File: src/design/vwlc_pkg.sv
// shared constants, types and character folding functions for the vowel and word length counter
package vwlc_pkg;

  localparam int MAX_WORD_LEN = 64;
  localparam int NUM_VOWELS   = 5;
  localparam int NUM_CTRS     = NUM_VOWELS + MAX_WORD_LEN;
  localparam int CTR_AW       = $clog2(NUM_CTRS);
  localparam int LEN_W        = $clog2(MAX_WORD_LEN + 1);
  localparam int CP_W         = 21;
  localparam int IDX_W        = 7;
  localparam int CNT_W        = 32;
  localparam int LW_W         = 7;
  localparam int LW_MAX       = (1 << LW_W) - 1;

  localparam logic [CP_W-1:0] CH_UP_A = CP_W'(8'h41);
  localparam logic [CP_W-1:0] CH_UP_Z = CP_W'(8'h5A);
  localparam logic [CP_W-1:0] CH_LO_A = CP_W'(8'h61);
  localparam logic [CP_W-1:0] CH_LO_Z = CP_W'(8'h7A);

  typedef enum logic [1:0] {
    REQ_CHAR  = 2'd0,
    REQ_FLUSH = 2'd1,
    REQ_READ  = 2'd2
  } req_e_t;

  typedef enum logic [1:0] {
    OP_NONE,
    OP_INC,
    OP_READ
  } op_e_t;

  typedef struct packed {
    logic       is_letter;
    logic       is_vowel;
    logic [2:0] slot;
  } char_info_t;

  typedef struct packed {
    logic              bin_inc;
    logic [CTR_AW-1:0] bin_addr;
  } word_upd_t;

  function automatic logic [CP_W-1:0] fold_accent(input logic [CP_W-1:0] cp);
    logic [CP_W-1:0] c;
    c = cp;
    case (cp) inside
      21'h0E1, 21'h0E0, 21'h0E3, 21'h0E2:   c = CP_W'(8'h61);
      21'h0C1, 21'h0C0, 21'h0C3, 21'h0C2:   c = CP_W'(8'h41);
      21'h0E9, 21'h0E8, 21'h1EBD, 21'h0EA:  c = CP_W'(8'h65);
      21'h0C9, 21'h0C8, 21'h1EBC, 21'h0CA:  c = CP_W'(8'h45);
      21'h0ED, 21'h0EC, 21'h129, 21'h0EE:   c = CP_W'(8'h69);
      21'h0CD, 21'h0CC, 21'h128, 21'h0CE:   c = CP_W'(8'h49);
      21'h0F3, 21'h0F2, 21'h0F5, 21'h0F4:   c = CP_W'(8'h6F);
      21'h0D3, 21'h0D2, 21'h0D5, 21'h0D4:   c = CP_W'(8'h4F);
      21'h0FA, 21'h0F9, 21'h169, 21'h0FB:   c = CP_W'(8'h75);
      21'h0DA, 21'h0D9, 21'h168, 21'h0DB:   c = CP_W'(8'h55);
      default:                              c = cp;
    endcase
    return c;
  endfunction

  function automatic logic [CNT_W-1:0] sat_inc(input logic [CNT_W-1:0] v);
    return (v == {CNT_W{1'b1}}) ? v : v + CNT_W'(1);
  endfunction

endpackage

File: src/design/vwlc_char_class.sv
// accent folding and letter / vowel classification of one code point
module vwlc_char_class
  import vwlc_pkg::*;
(
  input  logic [CP_W-1:0] code_point,
  output char_info_t      info
);

  logic [CP_W-1:0] c;

  always_comb begin
    c = fold_accent(code_point);
    info.is_letter = ((c >= CH_UP_A) && (c <= CH_UP_Z)) ||
                     ((c >= CH_LO_A) && (c <= CH_LO_Z));
    info.is_vowel = 1'b1;
    info.slot     = 3'd0;
    case (c) inside
      CP_W'(8'h61), CP_W'(8'h41): info.slot = 3'd0;
      CP_W'(8'h65), CP_W'(8'h45): info.slot = 3'd1;
      CP_W'(8'h69), CP_W'(8'h49): info.slot = 3'd2;
      CP_W'(8'h6F), CP_W'(8'h4F): info.slot = 3'd3;
      CP_W'(8'h75), CP_W'(8'h55): info.slot = 3'd4;
      default:                    info.is_vowel = 1'b0;
    endcase
  end

endmodule

File: src/design/vwlc_word_track.sv
// running word length and longest word registers, histogram bin selection
module vwlc_word_track
  import vwlc_pkg::*;
(
  input  logic             clk,
  input  logic             rst,
  input  logic             accept,
  input  req_e_t           req,
  input  logic             is_letter,
  output word_upd_t        upd,
  output logic [LEN_W-1:0] longest
);

  logic [LEN_W-1:0] cur_len;
  logic [LEN_W-1:0] cur_len_next;
  logic [LEN_W-1:0] longest_next;
  logic             grow;
  logic             finish;

  always_comb begin
    grow   = 1'b0;
    finish = 1'b0;
    case (req)
      REQ_CHAR: begin
        grow   = is_letter;
        finish = !is_letter;
      end
      REQ_FLUSH: finish = 1'b1;
      default: ;
    endcase
    upd.bin_inc  = finish && (cur_len != '0);
    upd.bin_addr = CTR_AW'(NUM_VOWELS) + CTR_AW'(cur_len) - CTR_AW'(1);
    cur_len_next = cur_len;
    longest_next = longest;
    if (grow && (cur_len < LEN_W'(MAX_WORD_LEN))) begin
      cur_len_next = cur_len + LEN_W'(1);
    end
    if (finish) begin
      cur_len_next = '0;
      if (cur_len > longest) begin
        longest_next = cur_len;
      end
    end
  end

  always_ff @(posedge clk) begin
    if (rst) begin
      cur_len <= '0;
      longest <= '0;
    end else if (accept) begin
      cur_len <= cur_len_next;
      longest <= longest_next;
    end
  end

endmodule

File: src/design/vwlc_ctr_ram.sv
// counter memory with per-entry valid bits, registered read
module vwlc_ctr_ram
  import vwlc_pkg::*;
(
  input  logic              clk,
  input  logic              rst,
  input  logic              rd_en,
  input  logic [CTR_AW-1:0] rd_addr,
  input  logic              wr_en,
  input  logic [CTR_AW-1:0] wr_addr,
  input  logic [CNT_W-1:0]  wr_data,
  output logic [CNT_W-1:0]  rd_data
);

  logic [CNT_W-1:0]  mem [0:NUM_CTRS-1];
  logic [NUM_CTRS-1:0] vld;
  logic [CNT_W-1:0]  rd_raw;
  logic              rd_vld;

  always_ff @(posedge clk) begin
    if (wr_en) begin
      mem[wr_addr] <= wr_data;
    end
    if (rd_en) begin
      rd_raw <= mem[rd_addr];
    end
  end

  always_ff @(posedge clk) begin
    if (rst) begin
      vld    <= '0;
      rd_vld <= 1'b0;
    end else begin
      if (wr_en) begin
        vld[wr_addr] <= 1'b1;
      end
      if (rd_en) begin
        rd_vld <= vld[rd_addr];
      end
    end
  end

  assign rd_data = rd_vld ? rd_raw : '0;

endmodule

File: src/design/vowel_and_word_length_counter.sv
// vowel and word length counter top level: decode, counter read-modify-write and result word
// a read request's result word passes the counter ram read register and s1 into the m_tdata register
// throughput: one word per cycle while s_tready is high; at most one read-modify-write
//   per word of the single counter ram; a write to an entry the next word reads is forwarded
// s_tready drops only while a read result waits in s1 behind a stalled output register
// reset: rst clears counter valid bits, word length, longest word and pipeline valids
module vowel_and_word_length_counter
  import vwlc_pkg::*;
(
  input  logic        clk,
  input  logic        rst,
  input  logic        s_tvalid,
  output logic        s_tready,
  input  logic [31:0] s_tdata,  // code_point[20:0], counter_index[27:21], zero pad
  input  logic [1:0]  s_tuser,  // req_type[1:0]
  output logic        m_tvalid,
  input  logic        m_tready,
  output logic [39:0] m_tdata   // count[31:0], longest_word[38:32], index_ok[39]
);

  logic              s_accept;
  logic              advance;
  req_e_t            req;
  logic [CP_W-1:0]   code_point;
  logic [IDX_W-1:0]  counter_index;
  char_info_t        info;
  word_upd_t         wupd;
  logic [LEN_W-1:0]  longest;

  op_e_t             s0_op;
  logic [CTR_AW-1:0] s0_addr;
  logic              s0_ok;

  logic              s1_valid;
  op_e_t             s1_op;
  logic [CTR_AW-1:0] s1_addr;
  logic              s1_ok;
  logic [LW_W-1:0]   s1_longest;
  logic              s1_fwd;
  logic [CNT_W-1:0]  s1_fwd_data;

  logic [CNT_W-1:0]  rd_data;
  logic [CNT_W-1:0]  cur_val;
  logic              wr_en;
  logic [CNT_W-1:0]  wr_data;

  assign req           = req_e_t'(s_tuser);
  assign code_point    = s_tdata[20:0];
  assign counter_index = s_tdata[27:21];

  assign advance  = !(s1_valid && (s1_op == OP_READ)) || !m_tvalid || m_tready;
  assign s_tready = advance;
  assign s_accept = s_tvalid && s_tready;

  vwlc_char_class u_class (
    .code_point (code_point),
    .info       (info)
  );

  vwlc_word_track u_word (
    .clk       (clk),
    .rst       (rst),
    .accept    (s_accept),
    .req       (req),
    .is_letter (info.is_letter),
    .upd       (wupd),
    .longest   (longest)
  );

  always_comb begin
    s0_op   = OP_NONE;
    s0_addr = '0;
    s0_ok   = 1'b0;
    case (req)
      REQ_CHAR: begin
        if (info.is_vowel) begin
          s0_op   = OP_INC;
          s0_addr = CTR_AW'(info.slot);
        end else if (wupd.bin_inc) begin
          s0_op   = OP_INC;
          s0_addr = wupd.bin_addr;
        end
      end
      REQ_FLUSH: begin
        if (wupd.bin_inc) begin
          s0_op   = OP_INC;
          s0_addr = wupd.bin_addr;
        end
      end
      REQ_READ: begin
        s0_op = OP_READ;
        if (counter_index < IDX_W'(NUM_CTRS)) begin
          s0_addr = CTR_AW'(counter_index);
          s0_ok   = 1'b1;
        end
      end
      default: ;
    endcase
  end

  assign cur_val = s1_fwd ? s1_fwd_data : rd_data;
  assign wr_en   = s1_valid && (s1_op == OP_INC);
  assign wr_data = sat_inc(cur_val);

  vwlc_ctr_ram u_ram (
    .clk     (clk),
    .rst     (rst),
    .rd_en   (s_accept),
    .rd_addr (s0_addr),
    .wr_en   (wr_en),
    .wr_addr (s1_addr),
    .wr_data (wr_data),
    .rd_data (rd_data)
  );

  always_ff @(posedge clk) begin
    if (rst) begin
      s1_valid <= 1'b0;
    end else if (advance) begin
      s1_valid <= s_accept;
    end
  end

  always_ff @(posedge clk) begin
    if (s_accept) begin
      s1_op       <= s0_op;
      s1_addr     <= s0_addr;
      s1_ok       <= s0_ok;
      s1_longest  <= (longest > LEN_W'(LW_MAX)) ? LW_W'(LW_MAX) : LW_W'(longest);
      s1_fwd      <= wr_en && (s1_addr == s0_addr);
      s1_fwd_data <= wr_data;
    end
  end

  always_ff @(posedge clk) begin
    if (rst) begin
      m_tvalid <= 1'b0;
    end else if (advance && s1_valid && (s1_op == OP_READ)) begin
      m_tvalid <= 1'b1;
    end else if (m_tready) begin
      m_tvalid <= 1'b0;
    end
  end

  always_ff @(posedge clk) begin
    if (advance && s1_valid && (s1_op == OP_READ)) begin
      m_tdata <= {s1_ok, s1_longest, s1_ok ? cur_val : {CNT_W{1'b0}}};
    end
  end

`ifndef SYNTH
  a_bad_index_zero: assert property (@(posedge clk) disable iff (rst)
    (m_tvalid && !m_tdata[39]) |-> (m_tdata[31:0] == '0))
    else $error("invalid index returned a non-zero count");

  a_longest_bound: assert property (@(posedge clk) disable iff (rst)
    m_tvalid |-> (m_tdata[38:32] <= LW_W'(MAX_WORD_LEN)))
    else $error("longest word beyond maximum word length");

  a_stall_hold: assert property (@(posedge clk) disable iff (rst)
    (s1_valid && !advance) |=> (s1_valid && (s1_op == OP_READ) && $stable(s1_addr)))
    else $error("s1 read lost during output stall");

  a_no_write_on_read: assert property (@(posedge clk) disable iff (rst)
    (s1_valid && (s1_op == OP_READ)) |-> !wr_en)
    else $error("counter written by a read request");
`endif

endmodule

File: config.mk
export PLATFORM = sky130hd
export DESIGN_NAME = vowel_and_word_length_counter
export DESIGN_NICKNAME = d
export VERILOG_FILES = /design/src/design/vwlc_pkg.sv /design/src/design/vwlc_char_class.sv /design/src/design/vwlc_word_track.sv /design/src/design/vwlc_ctr_ram.sv /design/src/design/vowel_and_word_length_counter.sv
export SDC_FILE = /design/constraint.sdc
export NUM_CORES = 2
export LEC_CHECK = 0
export BUFFER_PORTS_ARGS = -buffer_cell sky130_fd_sc_hd__buf_4
export CORE_MARGIN = 5
export CORE_UTILIZATION = 55
export DETAILED_ROUTE_END_ITERATION = 10
export PLACE_DENSITY_LB_ADDON = 0.12
export SETUP_SLACK_MARGIN = 0.15
export SLEW_MARGIN = 15
export SYNTH_ARGS = -nofsm -noshare
export SYNTH_HDL_FRONTEND = slang
export SYNTH_SLANG_ARGS = --single-unit
File: constraint.sdc
create_clock -name clk -period 7.05 [get_ports clk]
set_input_delay 1.41 -clock clk [delete_from_list [all_inputs] [get_ports clk]]
set_output_delay 1.41 -clock clk [all_outputs]
set_load 0.01 [all_outputs]
==> reports/results.ini <==
[sta]
rsz0062_at_grt = no
relSlewSlack_pct = 24.59
whs_ns = 0.4208
fmax_ghz = 0.1594
tightest_slew_ns = 1.128
finalMaxSlewViolations = 0
setup_viol = 0
fin_crit_sh_pct = 88.96
fin_skew_ns = 0.04170
fin_setup_tns_ns = 0
finalCriticalPeriod_ns = 6.272
finalHoldViolations = 0

[layout]
layoutNonFillerInstCount = 9694
drive_gt1_share_pct = 12.57
area_growth_pct = 14.02
nets = 7212
fillers = 12670
finish.utilization_pct = 63.13
final_cell_area_um2 = 109900

[global_route]
grt_first_pass_wirelength_um = 404700
grt_use_total_pct = 29.85
grt_pass1_vias = 58859
grt_max_degree = 148
overflow = 0
antenna_found_initial = 16

[synth]
synth_xor_area_share_pct = 0.3727
synthMuxAreaShare_pct = 0.7285
synth_seq_cells = 2416
synth_top_area_share_pct = 72.62
netlist_area_um2 = 96350
yosys-top-cells-area = edfxtp_1 73%, nand2_1 5.6%, a211oi_1 2.7%, a21oi_1 2.1%, and3_1 1.9%
synthAdderAreaFrac_pct = 0.1558
yosys.area.top_type = edfxtp_1
syn_inst = 7007
synth-async-reset-ratio_pct = 0
synth_compound_gate_area_share_pct = 10.31
synth_top_family_by_area = simple AND/OR/NAND/NOR gates
synth.distinct_cells = 85
post_synth_and_or_nand_nor_area_fraction_pct = 11.70
synth_ff_type = edfxtp_1
ys_top_cells_by_count = 2330 x edfxtp_1, 1449 x nand2_1, 402 x a21oi_1
synth_edf_count = 2330
yosysMostFrequentCell = edfxtp_1
synth_nets = 7057
avgSynthCellArea_um2 = 13.75
synth_seq_area_share_pct = 74.40
yosys_warnings = 0

[setup_path]
cp-startpoint = s_tdata[8]
critPathBufInv = 4
r2r-end = u_ram.mem[13][29]$_DFFE_PP_
timing.critical_path.from_type = input port
crit_path_max_fanout = 27
critPathTopFamily = simple AND/OR/NAND/NOR gates
crit_arrival_ns = 6.88
cp_cell_sequence = buf_4, nor4_2, nand4_1, o41a_1, a31oi_2, or4_4, nor2_1, a221oi_4, o211ai_4, and2_4, inv_8, buf_12, mux2i_1, a221oi_1, or4_1, buf_4, or4_1, a22o_1
r2r_cells = 17
cp.required_ns = 7.66
crit_path_max_incr_delay_ns = 0.70
r2r_start = u_ram.rd_vld$_SDFFE_PP0P_
r2r_setup_slack_ns = 1.18
path_depth = 18
crit_path_top_delay_cell = or4_1
worstSetupEndpointType = flip-flop
path_class = input port to flip-flop

[clocking]
root_buffer = clkbuf_16
cts_tree = built
ctsResizeCount = 0
cts_buffers = 234
cts_max_level = 4
clk_pin_slew_worst_paths_ns = 0.06
worstSkewPairLatency_ns = 0.88
post_cts_buffers = 0
clockBufferDepth = 3
cts_num_sinks = 2416
cts.hold.buffers_added = 0

[die]
core-area_um2 = 174000
start_util_pct = 55.37
die-area_um2 = 183700
die_h_um = 428.5
dieWidth_um = 428.5
rows = 153
io_pins = 80

[hold_path]
min_delay_path_depth = 0
hp-start = s1_longest[3]$_SDFFCE_PN1P_
min_to = m_tdata[35]$_DFFE_PP_
hp-class = flip-flop to flip-flop

[power]
total_leakage_power_nw = 37.27
peakVddDrop_mv = 0.2298
powerDensity_nw_per_um2 = 269.7

[route]
via_per_inst = 6.452
first_pass_iters = 6
totalWireLength_um = 281400
drtAntennaViolNets = 0
vias = 62547
wl_per_cell_um = 29.02
initialDrtViolationCount = 8178
drc = 0

[placement]
place_hpwl_um = 149300
gp_congestion = 0.8679
dp.cells = 9251
postPlaceCellArea_um2 = 102300
io_buffers = 75

[run_status]
status = complete, no violations

[run]
drv_cap = 0

[registers in the layout (all words and copies together) (netlist names), 2 cells and up]
signal / flops
u_ram.mem: 2208
u_ram.vld: 69
m_tdata: 40
s1_fwd_data: 32
u_ram.rd_raw: 32
s1_addr: 7
s1_longest: 7
u_word.cur_len: 7
u_word.longest: 7
s1_op: 2
[layout make-up]
| type | count | area (um2) | area share (%) |
|---|---|---|---|
| multi-input cells | 4063 | 23390 | 21.29 |
| inverters | 24 | 123.9 | 0.1128 |
| well taps | 2325 | 2909 | 2.648 |
| diodes | 3 | 7.507 | 0.006834 |
| clock buffers | 284 | 6148 | 5.597 |
| repair buffers | 423 | 4139 | 3.768 |
| flip-flops and latches | 2416 | 71690 | 65.26 |
| clock inverters | 156 | 1449 | 1.319 |
[layer usage]
| metal | track usage [%] | vias to the layer above | share of wire, % | wire, um |
|---|---|---|---|---|
| li1 | - | 27091 | - | - |
| met1 | 44.03 | 31539 | 41 | 114100 |
| met2 | 44.84 | 3419 | 44 | 125000 |
| met3 | 5.656 | 494 | 11 | 31040 |
| met4 | 10.94 | 4 | 4.0 | 11210 |
| met5 | 0 | - | 0.0085 | 24 |
[report_power, final]
part           total (mW)  internal [mW]  switching, mW
Sequential           15.9           15.8         0.0287
Clock                12.4           7.12           5.32
Combinational        1.33          0.362          0.971
[how the worst max path moves through the flow]
stage,end,slack (ns)
final,u_ram.rd_raw[5]$_DFFE_PP_,0.78
after global routing,u_ram.rd_raw[29]$_DFFE_PP_,0.51
after CTS,u_ram.rd_raw[5]$_DFFE_PP_,0.88
after detailed placement,u_ram.rd_raw[5]$_DFFE_PP_,-0.002
after global placement,u_ram.rd_raw[5]$_DFFE_PP_,0.08
after floorplan,s1_fwd_data[24]$_DFFE_PP_,0.77
[layout by cell type (no fill, tap or decap), types with 37 or more instances in the layout]
cell type  count
clkbuf_16    238
clkbuf_1      44
mux2i_1       69
a31oi_1      146
buf_4        346
a211oi_1     343
nor4_1        37
dfxtp_1       86
a21oi_1      401
nor2b_1       37
nand3_1      246
buf_12        77
a32o_1       118
a221oi_1      64
nor2_4        72
or4_1         57
a311oi_1      51
o22ai_1       87
o21ai_0       54
clkinv_2      52
and3_1       295
nor2_1       192
nand2_1     1447
edfxtp_1    2330
clkinv_1      58
[metrics by stage]
stage	power, mW	setup WS (ns)
detailed placement	17.48	-0.001510
global placement	17.45	0.07703
global route	30.44	0.5143
floorplan	16.84	0.7672
finish	29.63	0.7783
CTS	29.72	0.8848
[cells by family after synthesis]
logic type / count (synthesis)
and+or+nand+nor: 2510
DFF: 2416
AOI/OAI and AO/OA: 1430
buffers and inverters: 528
muxes: 70
xor gates and xnor gates: 41
adders and majority gates: 12
Note: power is estimated with default switching activity, not from simulation.
